### config.mk
export PLATFORM = sky130hd
export DESIGN_NAME = greedy_unit_dispatch_allocator
export DESIGN_NICKNAME = d
export VERILOG_FILES = /design/src/rtl/gud_pkg.sv /design/src/rtl/gud_lane.sv /design/src/rtl/greedy_unit_dispatch_allocator.sv
export SDC_FILE = /design/constraint.sdc
export NUM_CORES = 2
export LEC_CHECK = 0
export ABC_AREA = 1
export BUFFER_PORTS_ARGS = -buffer_cell sky130_fd_sc_hd__buf_4
export CAP_MARGIN = 25
export CORE_MARGIN = 2
export CORE_UTILIZATION = 50
export DETAILED_ROUTE_END_ITERATION = 7
export PLACE_DENSITY_LB_ADDON = 0.12
export SYNTH_ARGS = -nofsm -noshare
export SYNTH_HDL_FRONTEND = slang
export SYNTH_SLANG_ARGS = --single-unit
### constraint.sdc
create_clock -name clk -period 7.1 [get_ports clk]
set_clock_uncertainty 0.2 [all_clocks]
set_input_delay 1.42 -clock clk [delete_from_list [all_inputs] [get_ports clk]]
set_output_delay 1.42 -clock clk [all_outputs]
set_load 0.03 [all_outputs]
### src/rtl/gud_pkg.sv
`default_nettype none

package gud_pkg;

  localparam int FIELD_TYPES = 4;
  localparam int RESULT_CAP  = 64;
  localparam int RES_W       = $clog2(RESULT_CAP + 1);

  typedef struct packed {
    logic [7:0]                  id;
    logic [19:0]                 travel;
    logic [FIELD_TYPES-1:0][7:0] avail;
  } station_t;

  typedef struct packed {
    logic [7:0]  id;
    logic [19:0] travel;
    logic [7:0]  amt;
  } res_t;

  typedef struct packed {
    logic start;
    logic step;
  } lane_ctl_t;

  typedef enum logic [2:0] {
    ST_IDLE,
    ST_WALK,
    ST_SUM,
    ST_DRAIN,
    ST_FETCH,
    ST_NOOP
  } state_t;

endpackage

`default_nettype wire

### src/rtl/gud_lane.sv
`default_nettype none

module gud_lane import gud_pkg::*; #(
  parameter int MAX_STATIONS = 16,
  parameter int LANE         = 0,
  localparam int CW = $clog2(MAX_STATIONS + 1),
  localparam int AW = (MAX_STATIONS > 1) ? $clog2(MAX_STATIONS) : 1
) (
  input  wire logic               clk,
  input  wire logic               rst_n,
  input  wire lane_ctl_t          ctl,
  input  wire logic [7:0]         req,
  input  wire logic [7:0]         held,
  input  wire logic signed [20:0] secs,
  input  wire station_t           station,
  input  wire logic [AW-1:0]      rd_addr,
  output logic [CW-1:0]           cnt,
  output res_t                    rd_data
);

  logic [7:0]    need_r;
  logic [7:0]    sent_r;
  logic          stop_r;
  logic [CW-1:0] cnt_r;
  res_t          buf_mem [MAX_STATIONS];
  res_t          rd_data_r;

  logic [7:0]         av;
  logic [7:0]         remain;
  logic [7:0]         amt;
  logic [7:0]         need_in;
  logic signed [21:0] tt_s;
  logic signed [21:0] secs_x;
  logic               met;
  logic               late;
  logic               emit;
  logic               halt;

  always_comb begin
    av      = station.avail[LANE];
    remain  = need_r - sent_r;
    amt     = (av < remain) ? av : remain;
    need_in = (req > held) ? (req - held) : 8'd0;
    tt_s    = {2'b00, station.travel};
    secs_x  = {secs[20], secs};
    met     = (sent_r >= need_r);
    late    = (tt_s >= secs_x);
    // an empty station is skipped before the time check
    emit    = ctl.step && !stop_r && !met && (av != 8'd0) && !late;
    halt    = ctl.step && !stop_r && (met || ((av != 8'd0) && late));
  end

  always_ff @(posedge clk) begin
    if (!rst_n) begin
      need_r <= '0;
      sent_r <= '0;
      stop_r <= 1'b0;
      cnt_r  <= '0;
    end else if (ctl.start) begin
      need_r <= need_in;
      sent_r <= '0;
      stop_r <= 1'b0;
      cnt_r  <= '0;
    end else begin
      if (emit) begin
        sent_r <= sent_r + amt;
        cnt_r  <= cnt_r + CW'(1);
      end
      if (halt) begin
        stop_r <= 1'b1;
      end
    end
  end

  always_ff @(posedge clk) begin
    if (emit) begin
      buf_mem[cnt_r[AW-1:0]] <= '{id: station.id, travel: station.travel, amt: amt};
    end
    rd_data_r <= buf_mem[rd_addr];
  end

  assign cnt     = cnt_r;
  assign rd_data = rd_data_r;

endmodule

`default_nettype wire

### src/rtl/greedy_unit_dispatch_allocator.sv
`default_nettype none

// Channel | Direction | Handshake            | Payload
// in      | input     | in_valid / in_ready  | kind, index, seconds, qty_0..3, held_0..3
// out     | output    | out_valid / out_ready| dispatch, station_id, incident_no,
//         |           |                      | unit_type, amount, travel_time, last
//
// A request walks all types at once (one station a cycle through the table read port, one
// lane per type), then reads each result from the lane buffers, passing over the lanes
// with no results. Reset clears the station count and all control state; table contents
// stay unknown.
// A stalled out_ready holds the pending result; input is taken only while idle, also
// while the final result of the previous request still waits.

module greedy_unit_dispatch_allocator import gud_pkg::*; #(
  parameter int MAX_STATIONS = 16,
  parameter int NUM_TYPES    = 4
) (
  input  wire logic               clk,
  input  wire logic               rst_n,
  input  wire logic               in_valid,
  output logic                    in_ready,
  input  wire logic               in_kind,
  input  wire logic signed [8:0]  in_index,
  input  wire logic signed [20:0] in_seconds,
  input  wire logic [7:0]         in_qty_0,
  input  wire logic [7:0]         in_qty_1,
  input  wire logic [7:0]         in_qty_2,
  input  wire logic [7:0]         in_qty_3,
  input  wire logic [7:0]         in_held_0,
  input  wire logic [7:0]         in_held_1,
  input  wire logic [7:0]         in_held_2,
  input  wire logic [7:0]         in_held_3,
  output logic                    out_valid,
  input  wire logic               out_ready,
  output logic                    out_dispatch,
  output logic [7:0]              out_station_id,
  output logic [7:0]              out_incident_no,
  output logic [1:0]              out_unit_type,
  output logic [7:0]              out_amount,
  output logic [19:0]             out_travel_time,
  output logic                    out_last
);

  localparam int CW    = $clog2(MAX_STATIONS + 1);
  localparam int AW    = (MAX_STATIONS > 1) ? $clog2(MAX_STATIONS) : 1;
  localparam int LANES = (NUM_TYPES < FIELD_TYPES) ? NUM_TYPES : FIELD_TYPES;
  localparam int LW    = (LANES > 1) ? $clog2(LANES) : 1;
  localparam int SW    = (CW + 3 > RES_W + 1) ? CW + 3 : RES_W + 1;

  state_t state_r, state_nxt;

  logic [CW-1:0]      station_count_r;
  logic [CW-1:0]      walk_len_r;
  logic [CW-1:0]      issue_r;
  logic               tbl_vld_r;
  logic signed [20:0] secs_r;
  logic [7:0]         incident_r;
  station_t           tbl_mem [MAX_STATIONS];
  station_t           tbl_rd_r;
  logic [RES_W-1:0]   total_r;
  logic [RES_W-1:0]   emit_r;
  logic [LW-1:0]      lane_sel_r;
  logic [CW-1:0]      rd_ptr_r;

  logic               out_valid_r;
  logic               out_dispatch_r;
  logic [7:0]         out_station_id_r;
  logic [7:0]         out_incident_no_r;
  logic [1:0]         out_unit_type_r;
  logic [7:0]         out_amount_r;
  logic [19:0]        out_travel_time_r;
  logic               out_last_r;

  logic [FIELD_TYPES-1:0][7:0] qty_a;
  logic [FIELD_TYPES-1:0][7:0] held_a;
  logic [CW-1:0]               lane_cnt [LANES];
  res_t                        lane_rd  [LANES];
  lane_ctl_t                   lane_ctl;

  logic             in_acc;
  logic             out_free;
  logic             load_station;
  logic             start_req;
  logic             issue;
  logic             lane_adv;
  logic             load_res;
  logic             load_noop;
  logic             is_last;
  logic [CW-1:0]    cur_cnt;
  logic [SW-1:0]    sum;
  logic [RES_W-1:0] sum_cap;
  station_t         new_station;

  assign qty_a  = {in_qty_3, in_qty_2, in_qty_1, in_qty_0};
  assign held_a = {in_held_3, in_held_2, in_held_1, in_held_0};

  assign in_acc   = in_valid && in_ready;
  assign out_free = !out_valid_r || out_ready;
  assign cur_cnt  = lane_cnt[lane_sel_r];
  assign is_last  = (RES_W'(emit_r + RES_W'(1)) == total_r);

  always_comb begin
    sum = '0;
    for (int l = 0; l < LANES; l++) begin
      sum = sum + SW'(lane_cnt[l]);
    end
    sum_cap = (sum > SW'(RESULT_CAP)) ? RES_W'(RESULT_CAP) : RES_W'(sum);
  end

  always_comb begin
    new_station.id     = in_index[7:0];
    new_station.travel = in_seconds[20] ? 20'd0 : in_seconds[19:0];
    new_station.avail  = qty_a;
  end

  // next state
  always_comb begin
    state_nxt = state_r;
    unique case (state_r)
      ST_IDLE:  if (in_acc && in_kind) state_nxt = ST_WALK;
      ST_WALK:  if (issue_r == walk_len_r && !tbl_vld_r) state_nxt = ST_SUM;
      ST_SUM:   state_nxt = (sum_cap == '0) ? ST_NOOP : ST_DRAIN;
      ST_DRAIN: if (rd_ptr_r != cur_cnt) state_nxt = ST_FETCH;
      ST_FETCH: if (out_free) state_nxt = is_last ? ST_IDLE : ST_DRAIN;
      ST_NOOP:  if (out_free) state_nxt = ST_IDLE;
      default:  state_nxt = ST_IDLE;
    endcase
  end

  // control outputs
  always_comb begin
    in_ready     = 1'b0;
    issue        = 1'b0;
    lane_adv     = 1'b0;
    load_res     = 1'b0;
    load_noop    = 1'b0;
    unique case (state_r)
      ST_IDLE:  in_ready  = 1'b1;
      ST_WALK:  issue     = (issue_r != walk_len_r);
      ST_SUM:   ;
      ST_DRAIN: lane_adv  = (rd_ptr_r == cur_cnt);
      ST_FETCH: load_res  = out_free;
      ST_NOOP:  load_noop = out_free;
      default:  ;
    endcase
    load_station = in_acc && !in_kind && (station_count_r < CW'(MAX_STATIONS));
    start_req    = in_acc && in_kind;
  end

  assign lane_ctl = '{start: start_req, step: tbl_vld_r};

  always_ff @(posedge clk) begin
    if (!rst_n) begin
      state_r         <= ST_IDLE;
      station_count_r <= '0;
      walk_len_r      <= '0;
      issue_r         <= '0;
      tbl_vld_r       <= 1'b0;
      total_r         <= '0;
      emit_r          <= '0;
      lane_sel_r      <= '0;
      rd_ptr_r        <= '0;
      out_valid_r     <= 1'b0;
    end else begin
      state_r   <= state_nxt;
      tbl_vld_r <= issue;
      if (load_station) begin
        station_count_r <= station_count_r + CW'(1);
      end
      if (start_req) begin
        // a negative incident walks nothing; every request clears the list
        walk_len_r      <= in_index[8] ? '0 : station_count_r;
        station_count_r <= '0;
        issue_r         <= '0;
        emit_r          <= '0;
        lane_sel_r      <= '0;
        rd_ptr_r        <= '0;
      end
      if (issue) begin
        issue_r <= issue_r + CW'(1);
      end
      if (state_r == ST_SUM) begin
        total_r <= sum_cap;
      end
      if (lane_adv) begin
        lane_sel_r <= lane_sel_r + LW'(1);
        rd_ptr_r   <= '0;
      end
      if (load_res) begin
        rd_ptr_r <= rd_ptr_r + CW'(1);
        emit_r   <= emit_r + RES_W'(1);
      end
      if (load_res || load_noop) begin
        out_valid_r <= 1'b1;
      end else if (out_ready) begin
        out_valid_r <= 1'b0;
      end
    end
  end

  always_ff @(posedge clk) begin
    if (start_req) begin
      secs_r     <= in_seconds;
      incident_r <= in_index[7:0];
    end
    if (load_res) begin
      out_dispatch_r    <= 1'b1;
      out_station_id_r  <= lane_rd[lane_sel_r].id;
      out_incident_no_r <= incident_r;
      out_unit_type_r   <= 2'(lane_sel_r);
      out_amount_r      <= lane_rd[lane_sel_r].amt;
      out_travel_time_r <= lane_rd[lane_sel_r].travel;
      out_last_r        <= is_last;
    end else if (load_noop) begin
      out_dispatch_r    <= 1'b0;
      out_station_id_r  <= '0;
      out_incident_no_r <= '0;
      out_unit_type_r   <= '0;
      out_amount_r      <= '0;
      out_travel_time_r <= '0;
      out_last_r        <= 1'b1;
    end
  end

  always_ff @(posedge clk) begin
    if (load_station) begin
      tbl_mem[station_count_r[AW-1:0]] <= new_station;
    end
    tbl_rd_r <= tbl_mem[issue_r[AW-1:0]];
  end

  for (genvar l = 0; l < LANES; l++) begin : g_lane
    gud_lane #(
      .MAX_STATIONS(MAX_STATIONS),
      .LANE        (l)
    ) u_lane (
      .clk    (clk),
      .rst_n  (rst_n),
      .ctl    (lane_ctl),
      .req    (qty_a[l]),
      .held   (held_a[l]),
      .secs   (secs_r),
      .station(tbl_rd_r),
      .rd_addr(rd_ptr_r[AW-1:0]),
      .cnt    (lane_cnt[l]),
      .rd_data(lane_rd[l])
    );
  end

  assign out_valid       = out_valid_r;
  assign out_dispatch    = out_dispatch_r;
  assign out_station_id  = out_station_id_r;
  assign out_incident_no = out_incident_no_r;
  assign out_unit_type   = out_unit_type_r;
  assign out_amount      = out_amount_r;
  assign out_travel_time = out_travel_time_r;
  assign out_last        = out_last_r;

endmodule

`default_nettype wire
-- Yosys cells after proc, flatten, opt, wreduce, memory -nomap -nowiden
Memories as Yosys holds them, arrays and structs flattened. A register that Yosys moved wholly into a read port is not among the register bits.
Index checks and enable logic that the tools add are counted.
- bitwise logic cells: 2
- add/sub/neg operators: 24
- muxes and demuxes: 60
- equality and inequality tests: 15
- $lt $le $gt $ge: 16
- reduce and logical (&&, ||, !) cells: 61
- operators with widths (operator ; number):
    8-bit two-way mux ; 12
    36-bit binary-select mux with 2-bit select ; 1
    36-bit two-way mux ; 2
    8-bit subtractor ; 8
    20-bit two-way mux ; 3
    5-bit by 1-bit adder with 5-bit output (second input constant) ; 7
    5-bit two-way mux ; 7
    8-bit adder ; 4
    8-bit >= comparator ; 4
    8-bit > comparator ; 4
    8-bit less-than comparator ; 4
    8-bit nonzero test ; 4
    1-bit logical AND ; 29
    21-bit >= comparator ; 1
    7-bit two-way mux ; 3
    1-bit two-way mux ; 19
    3-bit two-way mux ; 6
    3-bit one-hot mux with 6 select lines ; 1
    1-bit logical NOT ; 12
    5-bit binary-select mux with 2-bit select ; 1
    5-bit equality test ; 2
    2-bit two-way mux ; 5
    2-bit inequality test (second input constant) ; 5
    5-bit inequality test ; 2
    other kinds (21) ; 32
- input bits: 99
- bits in writable memories: 3264
- flip-flop bits (word level): 206
- word-level logic and storage cells: 218
- memories: 5
- output and inout bits: 50
- memory list (memory ; words ; bits a word ; rd ports ; clocked after memory_dff ; wr ports ; line ; RTL):
    tbl_mem ; 16 ; 60 ; 1 ; 1 ; 1 ; greedy_unit_dispatch_allocator.sv:59 ; station_t tbl_mem [MAX_STATIONS];
    g_lane[0].u_lane.buf_mem ; 16 ; 36 ; 1 ; 1 ; 1 ; gud_lane.sv:25 ; res_t buf_mem [MAX_STATIONS];
    g_lane[1].u_lane.buf_mem ; 16 ; 36 ; 1 ; 1 ; 1 ; gud_lane.sv:25 ;
    g_lane[2].u_lane.buf_mem ; 16 ; 36 ; 1 ; 1 ; 1 ; gud_lane.sv:25 ;
    g_lane[3].u_lane.buf_mem ; 16 ; 36 ; 1 ; 1 ; 1 ; gud_lane.sv:25 ;

-- Longest topological paths before layout
- depth in word-level cells: 8
- gate-level depth with buffers: 29

-- By module
Synthesis repeated with hierarchy kept, for this count alone.
- cell total of the unflattened synthesis: 11415
- area, all modules: 151277.6 µm²
- by module, submodules not included (module ; area an instance (µm²) ; cells each ; seq. area each (µm²) ; instances):
    gud_lane at g_lane[1].u_lane ... ; 26367.8 ; 1996 ; 18457.7 ; 2
    greedy_unit_dispatch_allocator ; 45771.4 ; 3435 ; 33151.8 ; 1
    gud_lane at g_lane[0].u_lane ; 26390.3 ; 1996 ; 18457.7 ; 1
    gud_lane at g_lane[3].u_lane ; 26380.3 ; 1992 ; 18457.7 ; 1

-- Worst setup path before layout
OpenSTA, ideal clock, no wires.
- path kind: register to register
- from: register tbl_rd_r[40] (netlist name)
- to: memory g_lane[0].u_lane.buf_mem[12][0] (netlist bit), enable pin
- arrival: 4964 ps
- setup time: 474 ps
- setup slack: 1462 ps
- cell stages (with the launch flop): 14
- data required time: 6426 ps
- cells stage by stage: dfxtp_1 > ha_1 > nand2_1 > inv_1 > nand2_1 > nand2_1 > nand2_1 > nand2_1 > nand2_1 > nand3_1 > nor3_2 > inv_2 > buf_6 > nor3_1
- longest elaborated chain between the ends: 5
- RTL lines (item ; line ; RTL):
    21-bit >= comparator ; gud_lane.sv:47 ; late = (tt_s >= secs_x);
    1-bit logical NOT ; gud_lane.sv:49 ; emit = ctl.step && !stop_r && !met && (av != 8'd0) && !late;
    1-bit logical AND ; gud_lane.sv:49 ;
    1-bit two-way mux ; gud_lane.sv:76 ; if (emit) begin
    1-bit two-way mux (not written as such) ; gud_lane.sv:77 ; buf_mem[cnt_r[AW-1:0]] <= '{id: station.id, travel: station.travel, amt: amt};
    end, declared ; gud_lane.sv:25 ;
Every way passes these cells.

-- Worst setup path after layout
- from: register tbl_rd_r[39] (netlist name)
- to: memory g_lane[1].u_lane.buf_mem[15][34] (netlist bit), enable pin
- longest elaborated chain between the ends: 5
- RTL lines (item ; line):
    21-bit >= comparator ; gud_lane.sv:47
    1-bit logical NOT ; gud_lane.sv:49
    1-bit logical AND ; gud_lane.sv:49
    1-bit two-way mux ; gud_lane.sv:76
    1-bit two-way mux (not written as such) ; gud_lane.sv:77
    end, declared ; gud_lane.sv:25
Every way passes these cells.

==> results.cfg <==
[synthesis]
synth_area_per_cell_um2 = 13.1
synth_fp_nets = 11496
syn_area_um2 = 146000
syn_inst = 11206
ys_ff_latch = 3674
netlist-cell-type-count = 52
synth-main-ff-cell = edfxtp_1
synth-warning-count = 0
seq_area_frac_synth_pct = 73.1
synthArstFlopShare_pct = 0
synth_edf_count = 3340

[route]
drtIter0Drc = 10950
wire_per_inst_um = 27.1
num_vias = 93331
route.detailed.drc = 0
dr.pass1.iters = 6
drtAntennaViolNets = 1
viasPerCell = 6.02
drt_wl_total_um = 420000

[worst_hold_path]
hp-class = reg2reg
hp-start = g_lane[2].u_lane.need_r[7]$_SDFFE_PN0P_

[finish]
drive_gt1_share_pct = 9.64
final_area_um2 = 165000
final_util_pct = 56.6
instances_no_fill = 15514
fillCellCount = 23284
nets = 11563
syn_to_final_growth_pct = 12.6

[power_and_ir_drop]
vdd_drop_max_v = 0.000204
pwr-share-seq_pct = 51.7
p_leak_nw = 55.2
p_clk_share_pct = 41.4
powerDensity_nw_per_um2 = 290
p_sw_mw = 11.0
swShare_pct = 23.0
cell_internal_pwr_mw = 36.8
power_frac_comb_pct = 6.9

[global_route]
antenna_found_initial = 31
grt_start_max_net_pins = 184
grt_first_pass_wirelength_um = 608000
grt_usage_pct = 27.9
grt_pass1_vias = 89163
grt.overflow.total = 0

[clocking]
clock-root-buffer = clkbuf_16
cts_tree = done
ctsHoldBuffers = 0
cts.sinks = 3674
h-tree-depth = 5
postCtsSetupBuffers = 0
cts_resized = 0
cts.path.max_buffers = 4
clk_pin_slew_worst_paths_ps = 60
cts_buffers = 377
clk-insertion-delay-late_ps = 960

[floorplanning]
io_pins = 149
start_util_pct = 50.3
core-area_um2 = 291000
std_cell_rows = 198
die_w_um = 545
die_h_um = 545
design.die.area_um2 = 297000

[worst_setup_path]
critical_path_buf_inv_count = 5
cp_common_cell = nand2_1
cp.arrival_ps = 5480
cp.depth = 15
setup.worst_path.end = g_lane[1].u_lane.buf_mem[15][34]$_DFFE_PP_
r2r.worst_path.cells = 15
reg2reg_slack_ps = 2050
path_cells = buf_4 > ha_1 > nand2_1 > inv_1 > nand2_1 > nand2_1 > nand2_1 > nand2_1 > nand2_1 > nand3_1 > nor3_2 > buf_4 > inv_1 > nor2_4 > buf_4
worst_setup_path_start_kind = flop
crit_family = simple AND/OR/NAND/NOR gates
slowest_delay_ps = 760
critPathRequiredTime_ps = 7530
cp_max_fo = 65
crit_type = reg2reg
r2r_start = tbl_rd_r[39]$_DFF_P_
end_kind = flop
rr_endpoint = g_lane[1].u_lane.buf_mem[15][34]$_DFFE_PP_
critPathSlowestCell = nor2_4
cp-startpoint = tbl_rd_r[39]$_DFF_P_

[place]
dp_hpwl_um = 231000
gp_congestion = 0.854
dp_cells = 14781
pre_cts_ws_ps = 1700
port_buffers = 148
placed_area_um2 = 152000

[sta]
min_period_ps = 5050
slew_headroom_pct = 26.4
setup_viol = 0
finalHoldViolations = 0
setup_slack_ps = 2050
max_freq_ghz = 0.198
rsz0062_at_grt = no
fin_crit_sh_pct = 71.2
tightest_slew_ps = 1100
setup_tns_ps = 0
maxSlewViolCount = 0

[run_status]
status = finished, violations left
violations = antenna rules

[run]
cap_violations = 0
[worst min path at each step]
| stage | depth (start not counted) | to |
|---|---|---|
| 2_1_floorplan | 2 | g_lane[2].u_lane.need_r[7]$_SDFFE_PN0P_ |
| 3_3_place_gp | 2 | g_lane[2].u_lane.need_r[7]$_SDFFE_PN0P_ |
| 3_5_place_dp | 2 | g_lane[2].u_lane.need_r[7]$_SDFFE_PN0P_ |
| 4_1_cts | 2 | g_lane[2].u_lane.need_r[7]$_SDFFE_PN0P_ |
| 5_1_grt | 2 | g_lane[0].u_lane.need_r[3]$_SDFFE_PN0P_ |
| 6_report | 2 | g_lane[2].u_lane.need_r[7]$_SDFFE_PN0P_ |
[synthesized netlist by cell type (3+ instances only)]
cell      number  share of area, %
a211oi_1       4             0.021
nand3_1      197              0.67
o221ai_1     238               1.4
or2_2          7             0.030
nand4_1       28              0.12
a21oi_2        5             0.030
nor3_1        30              0.10
buf_1         32             0.082
o211ai_1     361               1.9
mux2i_1      256               1.8
nand3b_1       6             0.031
xnor2_1       30              0.18
o21ai_0     1713               5.9
fa_1          22              0.30
nor2_1      1601               4.1
buf_4         10             0.051
clkbuf_1     508               1.3
nor3_2         5             0.034
dfxtp_1      334               4.6
nand2_1      572               1.5
buf_2        154              0.53
ha_1         169               1.4
o32ai_1        8             0.048
buf_6          6             0.046
o21ai_1       57              0.19
a21oi_1      457               1.6
o31ai_1        9             0.046
inv_2         11             0.028
o22ai_1      380               1.6
clkbuf_2       3             0.010
edfxtp_1    3340                69
nand2_2        9             0.038
inv_1        559               1.4
xor2_1        46              0.28
o21a_1         4             0.021
a21o_1        11             0.056
[logic make-up (layout without fill, tap and decap cells)]
family	count (synthesis)	in the layout	synth area share [%]
DFF	3674	3674	73.1
buffers and inverters	1286	1684	3.50
and+or+nand+nor	2466	2466	6.67
adders and majority gates	191	191	1.75
xor gates and xnor gates	76	76	0.455
AOI/OAI and AO/OA	3257	3257	12.8
muxes	256	256	1.75
other	0	10	0
[per-layer routing]
metal | vias to the layer above | part of all wire (%) | track usage, %
met4 | 6 | 2.6 | 7.64
met5 | - | 0.013 | 0
li1 | 41644 | - | -
met3 | 590 | 8.0 | 3.41
met1 | 47165 | 43 | 40.6
met2 | 3926 | 47 | 44.3
[tightest hold or removal path: cells and delay by family (launching register included)]
family / cells / cell delay [ps]
DFF: 1 / 310
and+or+nand+nor: 2 / 110
[flip-flops by register name, indices dropped and copies added (netlist names), 7 cells and up]
name and flops:
emit_r 7, g_lane.u_lane.buf_mem 2304, g_lane.u_lane.cnt 20, g_lane.u_lane.need_r 32, g_lane.u_lane.rd_data 144, g_lane.u_lane.sent_r 32, incident_r 8, out_amount 8
out_incident_no 8, out_station_id 8, out_travel_time 20, secs_r 21, tbl_mem 960, tbl_rd_r 60, total_r 7
[power groups by stage]
stage               clock, mW  sequential, mW  combinational, mW
floorplan                   0            25.2               1.57
global placement            0            25.1               3.11
detailed placement          0            25.1               3.22
CTS                      20.0            24.7               3.23
global route             20.8            24.7               3.58
finish                   19.8            24.7               3.29
[area by class of cell]
| cell class | instances | area, µm² | share of cell area [%] |
|---|---|---|---|
| inverters | 572 | 2180 | 1.32 |
| multi-input cells | 6246 | 34800 | 21.1 |
| flip-flops and latches | 3674 | 107000 | 65.0 |
| repair buffers | 402 | 3460 | 2.10 |
| clock buffers | 524 | 10500 | 6.39 |
| well taps | 3900 | 4880 | 2.96 |
| clock inverters | 186 | 1810 | 1.10 |
| diodes | 10 | 25.0 | 0.0152 |
[cell usage in the layout (no fill, tap or decap), drive strengths merged, types with 9 or more instances in the layout]
cell | netlist | routed
a21o | 11 | 11
a21oi | 462 | 462
buf | 203 | 402
bufinv | 0 | 30
clkbuf | 511 | 524
clkinv | 2 | 140
dfxtp | 334 | 334
diode | 0 | 10
edfxtp | 3340 | 3340
fa | 22 | 22
ha | 169 | 169
inv | 570 | 580
mux2i | 256 | 256
nand2 | 581 | 581
nand3 | 199 | 199
nand4 | 28 | 28
nor2 | 1603 | 1603
nor3 | 36 | 36
o211ai | 361 | 361
o21ai | 1771 | 1771
o221ai | 238 | 238
o22ai | 380 | 380
o31ai | 9 | 9
or2 | 9 | 9
xnor2 | 30 | 30
xor2 | 46 | 46
[through the flow]
step | total power, mW | hold WS (ps)
2_1_floorplan | 26.8 | 230
3_3_place_gp | 28.2 | 252
3_5_place_dp | 28.3 | 255
4_1_cts | 47.9 | 267
5_1_grt | 49.1 | 282
6_report | 47.7 | 267
No activity file was read; power rests on OpenSTA's default activity.
